--- src/rtl/hfd_pkg.sv ---
package hfd_pkg;

    localparam int DATA_W   = 32;
    localparam int CFG_W    = 31;
    localparam int CFG_IDX_W = 3;
    localparam int MUL_A_W  = 33;
    localparam int MUL_B_W  = 32;
    localparam int PROD_W   = MUL_A_W + MUL_B_W;
    localparam int FRAC_W   = 16;
    localparam int MAG_W    = PROD_W - FRAC_W;

    localparam logic [CFG_IDX_W-1:0] REG_YIELD   = 3'd0;
    localparam logic [CFG_IDX_W-1:0] REG_PLASTIC = 3'd1;
    localparam logic [CFG_IDX_W-1:0] REG_SPAN    = 3'd2;
    localparam logic [CFG_IDX_W-1:0] REG_FGAIN   = 3'd3;
    localparam logic [CFG_IDX_W-1:0] REG_INV_DT  = 3'd4;

    localparam logic [CFG_W-1:0]  ONE_Q16_CFG = 31'h0001_0000;
    localparam logic [DATA_W-1:0] ONE_Q16     = 32'h0001_0000;

    typedef logic signed [DATA_W-1:0] q16_t;

    // sign-magnitude to saturated two's complement
    function automatic logic [DATA_W-1:0] sat_q16(input logic neg, input logic [MAG_W-1:0] mag);
        logic [DATA_W-1:0] r;
        if (!neg)
        begin
            r = (mag > MAG_W'(32'h7FFF_FFFF)) ? 32'h7FFF_FFFF : mag[DATA_W-1:0];
        end
        else
        begin
            r = (mag > MAG_W'(32'h8000_0000)) ? 32'h8000_0000 : (32'd0 - mag[DATA_W-1:0]);
        end
        return r;
    endfunction

endpackage

--- src/rtl/hfd_if.sv ---
interface hfd_in_if
    import hfd_pkg::*;
();
    logic  valid;
    logic  ready;
    q16_t  displacement;

    modport source (output valid, output displacement, input ready);
    modport sink   (input valid, input displacement, output ready);
endinterface

interface hfd_out_if
    import hfd_pkg::*;
();
    logic  valid;
    logic  ready;
    q16_t  drag_force;
    q16_t  velocity;

    modport source (output valid, output drag_force, output velocity, input ready);
    modport sink   (input valid, input drag_force, input velocity, output ready);
endinterface

--- src/rtl/hfd_mul.sv ---
module hfd_mul
    import hfd_pkg::*;
(
    input  logic               clk,
    input  logic [MUL_A_W-1:0] a,
    input  logic [MUL_B_W-1:0] b,
    output logic [PROD_W-1:0]  p
);

    logic [PROD_W-1:0] p_reg;

    always_ff @(posedge clk)
    begin
        p_reg <= PROD_W'(a) * PROD_W'(b);
    end

    assign p = p_reg;

endmodule

--- src/rtl/hysteretic_friction_damper_step.sv ---
// channel | dir | payload                      | handshake
// in_ch   | in  | displacement (s32 Q16.16)    | valid/ready
// out_ch  | out | drag_force, velocity         | valid/ready
// cfg     | in  | cfg_index, cfg_data (31 b)   | cfg_we, no stall
//
// Each word: accept, then seven sequencer steps that feed
// four dependent products through the single registered 33x32 multiplier.
// in_ch.ready is high only while the sequencer is idle.
// A finished word sits in the output register; the next input is taken
// meanwhile, and the last step waits only if that register is still full.
// rst_n clears state, hysteretic value, previous displacement and output valid.
module hysteretic_friction_damper_step
    import hfd_pkg::*;
(
    input  logic                 clk,
    input  logic                 rst_n,
    hfd_in_if.sink               in_ch,
    hfd_out_if.source            out_ch,
    input  logic                 cfg_we,
    input  logic [CFG_IDX_W-1:0] cfg_index,
    input  logic [CFG_W-1:0]     cfg_data
);

    typedef enum logic [2:0] {
        IDLE, S_VEL, S_GAIN, S_HQ, S_STEP, S_UPD, S_FORCE, S_OUT
    } state_t;

    state_t state_reg, state_next;

    logic [CFG_W-1:0] yield_reg, plastic_reg, span_reg, fgain_reg, inv_dt_reg;

    logic signed [DATA_W:0]   du_reg, du_next;
    q16_t                     prev_reg, prev_next;
    q16_t                     q_reg, q_next;
    logic                     elastic_reg, elastic_next;
    logic                     gneg_reg, gneg_next;
    logic                     sneg_reg, sneg_next;
    logic [DATA_W-1:0]        vel_reg, vel_next;
    logic [MUL_A_W-1:0]       a_reg, a_next;
    logic [MUL_B_W-1:0]       b_reg, b_next;
    logic                     ovalid_reg, ovalid_next;
    logic [DATA_W-1:0]        oforce_reg, oforce_next;
    logic [DATA_W-1:0]        ovel_reg, ovel_next;

    logic [PROD_W-1:0]        prod;
    logic [MAG_W-1:0]         pmag;
    logic signed [DATA_W:0]   du_in;
    logic [MUL_A_W-1:0]       du_in_mag, du_mag;
    logic [DATA_W-1:0]        q_abs;
    logic signed [DATA_W:0]   gdiff;
    logic [DATA_W-1:0]        hq_val;
    logic [DATA_W-1:0]        hq_mag;
    logic signed [MAG_W+1:0]  step_s, sum_s, plast_s;
    q16_t                     q_upd;
    logic [DATA_W-1:0]        q_upd_abs;
    logic                     accept;

    hfd_mul u_mul (
        .clk (clk),
        .a   (a_reg),
        .b   (b_reg),
        .p   (prod)
    );

    always_ff @(posedge clk or negedge rst_n)
    begin
        if (!rst_n)
        begin
            yield_reg   <= '0;
            plastic_reg <= ONE_Q16_CFG;
            span_reg    <= ONE_Q16_CFG;
            fgain_reg   <= '0;
            inv_dt_reg  <= ONE_Q16_CFG;
        end
        else if (cfg_we)
        begin
            case (cfg_index)
                REG_YIELD:   yield_reg   <= cfg_data;
                REG_PLASTIC: plastic_reg <= cfg_data;
                REG_SPAN:    span_reg    <= cfg_data;
                REG_FGAIN:   fgain_reg   <= cfg_data;
                REG_INV_DT:  inv_dt_reg  <= cfg_data;
                default: ;
            endcase
        end
    end

    assign accept    = in_ch.valid && in_ch.ready;
    assign pmag      = prod[PROD_W-1:FRAC_W];
    assign du_in     = {in_ch.displacement[DATA_W-1], in_ch.displacement}
                     - {prev_reg[DATA_W-1], prev_reg};
    assign du_in_mag = du_in[DATA_W] ? MUL_A_W'(-du_in) : MUL_A_W'(du_in);
    assign du_mag    = du_reg[DATA_W] ? MUL_A_W'(-du_reg) : MUL_A_W'(du_reg);
    assign q_abs     = q_reg[DATA_W-1] ? DATA_W'(-q_reg) : DATA_W'(q_reg);
    assign gdiff     = $signed({2'b00, plastic_reg}) - $signed({q_reg[DATA_W-1], q_reg});
    assign hq_val    = elastic_reg ? ONE_Q16 : sat_q16(gneg_reg, pmag);
    assign hq_mag    = hq_val[DATA_W-1] ? (32'd0 - hq_val) : hq_val;

    // hysteretic update and clamp to +/- plastic level
    assign step_s    = sneg_reg ? -$signed({1'b0, pmag}) : $signed({1'b0, pmag});
    assign sum_s     = (MAG_W+2)'(q_reg) + step_s;
    assign plast_s   = $signed({{(MAG_W+2-CFG_W){1'b0}}, plastic_reg});
    always_comb
    begin
        if (sum_s > plast_s)
        begin
            q_upd = q16_t'(plast_s[DATA_W-1:0]);
        end
        else if (sum_s < -plast_s)
        begin
            q_upd = q16_t'(-plast_s[DATA_W-1:0]);
        end
        else
        begin
            q_upd = q16_t'(sum_s[DATA_W-1:0]);
        end
    end
    assign q_upd_abs = q_upd[DATA_W-1] ? DATA_W'(-q_upd) : DATA_W'(q_upd);

    always_comb
    begin
        state_next   = state_reg;
        du_next      = du_reg;
        prev_next    = prev_reg;
        q_next       = q_reg;
        elastic_next = elastic_reg;
        gneg_next    = gneg_reg;
        sneg_next    = sneg_reg;
        vel_next     = vel_reg;
        a_next       = a_reg;
        b_next       = b_reg;
        ovalid_next  = ovalid_reg && !out_ch.ready;
        oforce_next  = oforce_reg;
        ovel_next    = ovel_reg;

        case (state_reg)
            IDLE:
            begin
                if (accept)
                begin
                    du_next    = du_in;
                    prev_next  = in_ch.displacement;
                    a_next     = du_in_mag;
                    b_next     = {1'b0, inv_dt_reg};
                    state_next = S_VEL;
                end
            end
            S_VEL:
            begin
                elastic_next = (q_abs <= {1'b0, yield_reg}) || (q_reg == '0)
                             || (du_reg == '0) || (q_reg[DATA_W-1] != du_reg[DATA_W]);
                gneg_next    = gdiff[DATA_W];
                a_next       = gdiff[DATA_W] ? MUL_A_W'(-gdiff) : MUL_A_W'(gdiff);
                b_next       = {1'b0, span_reg};
                state_next   = S_GAIN;
            end
            S_GAIN:
            begin
                vel_next   = sat_q16(du_reg[DATA_W], pmag);
                state_next = S_HQ;
            end
            S_HQ:
            begin
                a_next     = du_mag;
                b_next     = hq_mag;
                sneg_next  = hq_val[DATA_W-1] ^ du_reg[DATA_W];
                state_next = S_STEP;
            end
            S_STEP:
            begin
                state_next = S_UPD;
            end
            S_UPD:
            begin
                q_next     = q_upd;
                a_next     = MUL_A_W'(q_upd_abs);
                b_next     = {1'b0, fgain_reg};
                state_next = S_FORCE;
            end
            S_FORCE:
            begin
                state_next = S_OUT;
            end
            S_OUT:
            begin
                if (!ovalid_reg || out_ch.ready)
                begin
                    ovalid_next = 1'b1;
                    oforce_next = sat_q16(!q_reg[DATA_W-1], pmag);
                    ovel_next   = vel_reg;
                    state_next  = IDLE;
                end
            end
            default:
            begin
                state_next = IDLE;
            end
        endcase
    end

    always_ff @(posedge clk or negedge rst_n)
    begin
        if (!rst_n)
        begin
            state_reg  <= IDLE;
            prev_reg   <= '0;
            q_reg      <= '0;
            ovalid_reg <= 1'b0;
        end
        else
        begin
            state_reg  <= state_next;
            prev_reg   <= prev_next;
            q_reg      <= q_next;
            ovalid_reg <= ovalid_next;
        end
    end

    always_ff @(posedge clk)
    begin
        du_reg      <= du_next;
        elastic_reg <= elastic_next;
        gneg_reg    <= gneg_next;
        sneg_reg    <= sneg_next;
        vel_reg     <= vel_next;
        a_reg       <= a_next;
        b_reg       <= b_next;
        oforce_reg  <= oforce_next;
        ovel_reg    <= ovel_next;
    end

    assign in_ch.ready       = (state_reg == IDLE);
    assign out_ch.valid      = ovalid_reg;
    assign out_ch.drag_force = oforce_reg;
    assign out_ch.velocity   = ovel_reg;

    a_busy_after_accept: assert property (@(posedge clk) disable iff (!rst_n)
        accept |=> !in_ch.ready)
        else $error("input taken again right after accept");

    a_word_from_last_step: assert property (@(posedge clk) disable iff (!rst_n)
        $rose(out_ch.valid) |-> $past(state_reg == S_OUT))
        else $error("output word loaded outside final step");

    a_seq_start: assert property (@(posedge clk) disable iff (!rst_n)
        accept |=> (state_reg == S_VEL))
        else $error("sequencer did not start on accept");

endmodule

--- src/flat_wrapper.sv ---
// flat-port wrapper written by rule: the top's interface ports become plain ports
module hysteretic_friction_damper_step_flat import hfd_pkg::*;
  (clk, rst_n, cfg_we, cfg_index, cfg_data, in_ch_valid, in_ch_displacement, in_ch_ready, out_ch_valid, out_ch_drag_force, out_ch_velocity, out_ch_ready);
  hfd_in_if in_ch_i ();
  hfd_out_if out_ch_i ();
  input  logic clk;
  input  logic rst_n;
  input  logic cfg_we;
  input  logic [CFG_IDX_W-1:0] cfg_index;
  input  logic [CFG_W-1:0] cfg_data;
  input wire logic [$bits(in_ch_i.valid)-1:0] in_ch_valid;
  input wire logic [$bits(in_ch_i.displacement)-1:0] in_ch_displacement;
  output wire logic [$bits(in_ch_i.ready)-1:0] in_ch_ready;
  output wire logic [$bits(out_ch_i.valid)-1:0] out_ch_valid;
  output wire logic [$bits(out_ch_i.drag_force)-1:0] out_ch_drag_force;
  output wire logic [$bits(out_ch_i.velocity)-1:0] out_ch_velocity;
  input wire logic [$bits(out_ch_i.ready)-1:0] out_ch_ready;
  assign in_ch_i.valid = in_ch_valid;
  assign in_ch_i.displacement = in_ch_displacement;
  assign in_ch_ready = in_ch_i.ready;
  assign out_ch_valid = out_ch_i.valid;
  assign out_ch_drag_force = out_ch_i.drag_force;
  assign out_ch_velocity = out_ch_i.velocity;
  assign out_ch_i.ready = out_ch_ready;
  hysteretic_friction_damper_step u_core (.clk(clk), .rst_n(rst_n), .in_ch(in_ch_i), .out_ch(out_ch_i), .cfg_we(cfg_we), .cfg_index(cfg_index), .cfg_data(cfg_data));
endmodule
--- config.mk ---
export PLATFORM = sky130hd
export DESIGN_NAME = hysteretic_friction_damper_step_flat
export DESIGN_NICKNAME = d
export VERILOG_FILES = /design/src/rtl/hfd_pkg.sv /design/src/rtl/hfd_if.sv /design/src/rtl/hfd_mul.sv /design/src/rtl/hysteretic_friction_damper_step.sv /design/src/flat_wrapper.sv
export SDC_FILE = /design/constraint.sdc
export NUM_CORES = 2
export LEC_CHECK = 0
export ABC_AREA = 1
export BUFFER_PORTS_ARGS = -buffer_cell sky130_fd_sc_hd__buf_2
export CAP_MARGIN = 30
export CORE_MARGIN = 4
export CORE_UTILIZATION = 42
export CTS_BUF_LIST = sky130_fd_sc_hd__clkbuf_16
export DETAILED_ROUTE_END_ITERATION = 7
export RECOVER_POWER = 25
export SLEW_MARGIN = 20
export SYNTH_ARGS = -nofsm -noshare
export SYNTH_HDL_FRONTEND = slang
export SYNTH_SLANG_ARGS = --single-unit
--- constraint.sdc ---
create_clock -name clk -period 15.35 [get_ports clk]
set_input_delay 3.07 -clock clk [delete_from_list [all_inputs] [get_ports clk]]
set_output_delay 3.07 -clock clk [all_outputs]
set_load 0.05 [all_outputs]
## After elaboration in Yosys (flattened, before gate mapping)

Cells that the tools add are included.

| word-level totals | value |
|---|---|
| output and inout port bits | 66 |
| bits in registers | 485 |
| word-level logic and storage cells | 99 |
| input port bits | 71 |

| cells by class | value |
|---|---|
| muxes and demuxes | 24 |
| equal/unequal tests | 14 |
| magnitude comparators | 5 |
| bitwise logic cells | 1 |
| $mul | 1 |
| reductions and logical operators | 22 |
| $add $sub $neg | 13 |

Operators by type and width:

| kind | count |
|---|---|
| 2-to-1 mux 32 bit | 12 |
| 2-to-1 mux 33 bit | 4 |
| case mux 33 bit (4 select lines) | 1 |
| case mux 32 bit (4 select lines) | 1 |
| negation 33 bit | 3 |
| subtractor 32 x 32 -> 33 bit | 2 |
| multiplier 33 x 32 -> 65 bit | 1 |
| negation 32 bit | 2 |
| subtractor 1 x 32 -> 32 bit (first input constant) | 2 |
| adder 32 x 51 -> 51 bit | 1 |
| greater-than comparator 51 x 32 -> 1 bit | 1 |
| less-than comparator 51 bit | 1 |
| 2-to-1 mux 51 bit | 1 |
| negation 31 -> 51 bit | 1 |
| negation 49 -> 51 bit | 1 |
| greater-than comparator 49 x 31 -> 1 bit (second input constant) | 1 |
| greater-than comparator 49 x 32 -> 1 bit (second input constant) | 1 |
| logical NOT 33 bit | 1 |
| less-or-equal comparator 32 x 31 -> 1 bit | 1 |
| logical NOT 32 bit | 1 |
| negation 31 -> 32 bit | 1 |
| case mux 3 bit (8 select lines) | 1 |
| AND reduction 2 bit | 9 |
| equality test 3 bit (second input constant) | 5 |
| other kinds (13) | 25 |

## Depth between registers and ports, before layout

| depth | value |
|---|---|
| depth after elaboration | 9 |
| mapped depth | 59 |
| depth with buffers taken out | 58 |

## Hierarchy

Synthesis repeated with hierarchy kept, for this count alone.

| second synthesis, totals | value |
|---|---|
| cell total of the unflattened synthesis | 10285 |
| area total of the unflattened synthesis | 73893.4 sq um |

Modules (own cells, without submodules):

| module | area each (sq um) | sequential area each (sq um) | cells each | instances |
|---|---|---|---|---|
| hfd_mul | 38281.7 | 1301.2 | 5154 | 1 |
| hysteretic_friction_damper_step | 35611.7 | 11499.8 | 5131 | 1 |

## Worst setup path before layout

Ideal clock, no wire load.

| timing | value |
|---|---|
| path kind | reg2reg |
| from | register u_core.b_reg[4] |
| to | register u_core.u_mul.p_reg[59], in the netlist u_core.u_mul.p[59] |
| required time | 15.230 ns |
| stages on the path, launching flop included | 37 |
| clock period less this slack | 7.281 ns |
| path slack | 8.069 ns |
| data arrival time | 7.161 ns |
| cells stage by stage | edfxtp_1 -> clkbuf_1 -> clkbuf_1 -> nand2_1 -> fa_1 -> inv_1 -> fa_1 -> inv_1 -> fa_1 -> inv_1 -> fa_1 -> fa_1 -> inv_1 -> fa_1 -> fa_1 -> inv_1 -> fa_1 -> ha_1 -> a21oi_1 -> inv_1 -> a31oi_1 -> o21ai_0 -> a21oi_1 -> o21ai_0 -> nand2_1 -> o211ai_1 -> nand2_1 -> nand2_1 -> a21oi_1 -> inv_1 -> nand2_1 -> nand2_1 -> nand2_1 -> nand2_1 -> nand2_1 -> nand2_1 -> xor2_1 |

| between the ends | value |
|---|---|
| longest elaborated chain between the ends | 1 |

RTL lines:

| what | RTL line | source |
|---|---|---|
| start: declaration | hysteretic_friction_damper_step.sv:40 | `logic [MUL_B_W-1:0] b_reg, b_next;` |
| start signal: assignment | hysteretic_friction_damper_step.sv:227 | `b_reg <= b_next;` |
| multiplier 33 x 32 -> 65 bit | hfd_mul.sv:14 | `p_reg <= PROD_W'(a) * PROD_W'(b);` |
| end signal: assignment | hfd_mul.sv:14 |  |
| end: declaration | hfd_mul.sv:10 | `logic [PROD_W-1:0] p_reg;` |

Every way passes these cells.
A chain may end at the register's enable or synchronous reset.

## Worst setup path after layout

| timing | value |
|---|---|
| from | register u_core.u_mul.p_reg[18], in the netlist u_core.u_mul.p[18] |
| to | register u_core.a_reg[30], data pin |

| between the ends | value |
|---|---|
| longest elaborated chain between the ends | 9 |
| elaborated cells between the ends (all ways) | 10 |
| those cells by class | add/sub (3); order compare (2); mux (5) |

RTL lines:

| what | RTL line | source |
|---|---|---|
| negation 49 -> 51 bit | hysteretic_friction_damper_step.sv:100 | `assign step_s = sneg_reg ? -$signed({1'b0, pmag}) : $signed({1'b0, pmag});` |
| 2-to-1 mux 51 bit * | hysteretic_friction_damper_step.sv:100 |  |
| adder 32 x 51 -> 51 bit * | hysteretic_friction_damper_step.sv:101 | `assign sum_s = (MAG_W+2)'(q_reg) + step_s;` |
| less-than comparator 51 bit | hysteretic_friction_damper_step.sv:109 | `else if (sum_s < -plast_s)` |
| 2-to-1 mux 32 bit | hysteretic_friction_damper_step.sv:109 |  |
| 2-to-1 mux 32 bit * | hysteretic_friction_damper_step.sv:105 | `if (sum_s > plast_s)` |
| negation 32 bit | hysteretic_friction_damper_step.sv:118 | `assign q_upd_abs = q_upd[DATA_W-1] ? DATA_W'(-q_upd) : DATA_W'(q_upd);` |
| 2-to-1 mux 32 bit * | hysteretic_friction_damper_step.sv:118 |  |
| case mux 33 bit (4 select lines) * | hysteretic_friction_damper_step.sv:136 | `case (state_reg)` |
| via u_core.a_next[30] | hysteretic_friction_damper_step.sv:39 | `logic [MUL_A_W-1:0] a_reg, a_next;` |
| end signal: assignment | hysteretic_friction_damper_step.sv:226 | `a_reg <= a_next;` |
| end: declaration | hysteretic_friction_damper_step.sv:39 |  |

The timed path passes the listed nets; every way through them passes the cells marked *.

==> impl_metrics.json <==
{
  "final_hold_viol_count": 0,
  "layout_min_cycle_time_ps": 9210,
  "yosys_register_bits": 469,
  "timing.hold.worst.class": "register to register",
  "fill_cells": 16855,
  "post_synth_edffs": 197,
  "final_min_period_over_clock_period_pct": 60.0,
  "postSynth.asyncResetShare_pct": 47.5,
  "post_cts_hold_buffer_count": 0,
  "fin_setup_tns_ps": 0,
  "initial_util_pct": 42.4,
  "critPathLaunchType": "register",
  "post_drt_via_cell_ratio": 5.43,
  "first_pass_grt_wire_length_mm": 397,
  "outcome": "finished with violations",
  "setup.worst_path.end_class": "register",
  "setup.worst_path.start": "u_core.u_mul.p[18]$_DFF_P_",
  "clock_insertion_delay_worst_skew_ps": 700,
  "syn-instance-count": 9360,
  "pin_count": 137,
  "grt_pass1_vias": 62755,
  "clk_path_buf_depth": 3,
  "layout-area-overhead-vs-synth_pct": 6.59,
  "core-area_sq_um": 166000,
  "grt_remaining_overflow": 0,
  "place.port_buffers": 136,
  "syn_area_sq_um": 70100,
  "clock.fmax_mhz": 109,
  "antenna_found_initial": 17,
  "drt-initial-drc-count": 6044,
  "finalNetCount": 10775,
  "crit_required_ps": 15760,
  "path_clk_slew_ps": 60,
  "synth_top_cells_by_area": "fa_1 26%, nand2_1 13%, inv_1 10%",
  "critical_hold_path_startpoint": "u_core.vel_reg[25]$_DFFE_PP_",
  "cts.root.buffer_cell": "clkbuf_16",
  "max_slew_margin_pct": -173,
  "finalWirelength_mm": 262,
  "netlist.top_cell.by_area": "fa_1",
  "chipWidth_microns": 417,
  "cpMaxStageDelayCell": "a211oi_1",
  "timing.final.setup_violations": 0,
  "failed_checks": "capacitance limit, slew limit",
  "setup.worst_path.class": "register to register",
  "worstMarginPinSlew_ps": 4100,
  "number_of_warnings_reported_in_the_yosys_synthesis_log": 0,
  "post_cts_buffers": 0,
  "pin_count_of_the_biggest_net_entering_global_routing": 157,
  "drt-wirelength-per-cell_microns": 22.8,
  "timing.clock.skew_ps": 52.8,
  "post_route_cells_drive_above_1_share_pct": 4.94,
  "global_route.usage.total_pct": 30.2,
  "die_h_microns": 417,
  "cts_tree": "yes",
  "crit_fanout": 29,
  "clkSinkCount": 469,
  "top_cells_by_count_synth": "2464 x nand2_1, 1960 x inv_1, 928 x fa_1, 571 x nor2_1, 496 x o21ai_0",
  "yosysTopAreaCellShare_pct": 26.5,
  "synth_most_common_cell": "nand2_1",
  "syn-mean-instance-area_sq_um": 7.49,
  "arrival_ps": 9620,
  "synth_fp_nets": 10853,
  "ant_nets": 0,
  "pre_repair_dr_iteration_count": 6,
  "cts_inserted_buffers": 55,
  "via_count": 62526,
  "cts.repair.resized": 0,
  "design.die.area_sq_um": 174000,
  "critical-path-max-stage-delay_ps": 710,
  "most_frequently_used_flop_master_after_synthesis": "dfrtp_1",
  "min_delay_path_depth": 0,
  "setup_repair_after_global_routing_missed_its_margin": "no",
  "dpl.hpwl_mm": 212,
  "maxSlewViolCount": 503,
  "seq_area_frac_synth_pct": 17.8,
  "r2r_cells": 46,
  "cts_max_level": 2,
  "placementRows": 149,
  "place_congestion": 1.04,
  "largest_reg_flops": 49,
  "path_common_cell": "nand2_1",
  "hold_slack_ps": 417,
  "regToRegStartpoint": "u_core.u_mul.p[18]$_DFF_P_",
  "ys_types": 76,
  "cap_violations": 11,
  "post-route-drc-count": 0
}
## worst paths after layout
| kind | to | slack (ps) |
|---|---|---|
| min | u_core.out_ch.velocity[25]$_DFFE_PP_ | 420 |
| min in group asynchronous | u_core.prev_reg[5]$_DFFE_PN0P_ | 3810 |
| min reg2reg | u_core.out_ch.velocity[25]$_DFFE_PP_ | 420 |
| max in group asynchronous | u_core.q_reg[31]$_DFFE_PN0P_ | 8850 |
| max reg2reg | u_core.a_reg[30]$_DFFE_PP_ | 6140 |
| max | u_core.a_reg[30]$_DFFE_PP_ | 6140 |
## layout by cell type, fill, tap and decap left out, types with 20 or more instances in the layout
cell type  Yosys  routed
nand2_1     2464    2462
inv_1       1960    1966
fa_1         928     928
nor2_1       571     572
o21ai_0      496     496
ha_1         494     494
a21oi_1      359     359
nand3_1      311     306
dfrtp_1      220     219
edfxtp_1     197     197
xor2_1       193     193
buf_2         13     135
nand4_1      115     117
nor3_1       110     110
buf_4          6      88
xnor2_1       63      63
clkbuf_16      0      59
dfxtp_1       49      49
nor4_1        44      44
a31oi_1       37      37
o21bai_1      32      32
nand2_2       28      30
o21ai_1       25      25
nand3b_1      23      23
o21a_1        22      22
nor2_2        25      21
inv_2         19      21
a21o_1        21      21
o211ai_1      20      20
## routing by layer
metal	global-route usage, %	share of wire [%]	up-vias
met2	48.4	45	2498
met3	4.64	7.6	516
met5	0	0.024	-
met4	11.8	4.6	10
li1	-	-	28535
met1	41.1	42	30967
## critical path: cells and delay by family, from the launching register on
| family | cells | cell delay (ps) |
|---|---|---|
| xor+xnor | 2 | 480 |
| flops | 1 | 350 |
| fa+ha+maj | 3 | 1000 |
| buf+inv | 5 | 530 |
| simple gates | 28 | 4640 |
| compound gates | 8 | 1970 |
## layout make-up
| cell class | count | area (sq um) | share of cell area [%] |
|---|---|---|---|
| Inverter | 1982 | 7440 | 9.96 |
| Timing Repair Buffer | 236 | 1430 | 1.91 |
| Clock buffer | 59 | 1480 | 1.97 |
| Multi-Input combinational cell | 6538 | 48700 | 65.2 |
| Tap cell | 2189 | 2740 | 3.66 |
| Clock inverter | 44 | 439 | 0.587 |
| Sequential cell | 469 | 12500 | 16.7 |
| Antenna cell | 3 | 7.51 | 0.0100 |
## cells by family after synthesis
logic type / count (synthesis) / synth area share, %
simple gates: 3765 / 22.3
mux: 1 / 0.0143
flops: 469 / 17.8
xor+xnor: 257 / 3.22
fa+ha+maj: 1422 / 35.3
buf+inv: 2353 / 12.7
compound gates: 1093 / 8.61
## stage by stage
step	instances	cell area (sq um)	util [%]	worst slack [ps]
after floorplan	9360	70100	-	8070
after global placement	11412	72900	44.0	6450
after detailed placement	11414	72900	44.1	6330
after CTS	11517	74800	45.2	6330
after global routing	11517	74800	45.2	5380
final	11520	74800	45.2	6140
Power is not shown: default switching activity piles up to over one toggle a cycle in this logic, so the estimate is an artifact.
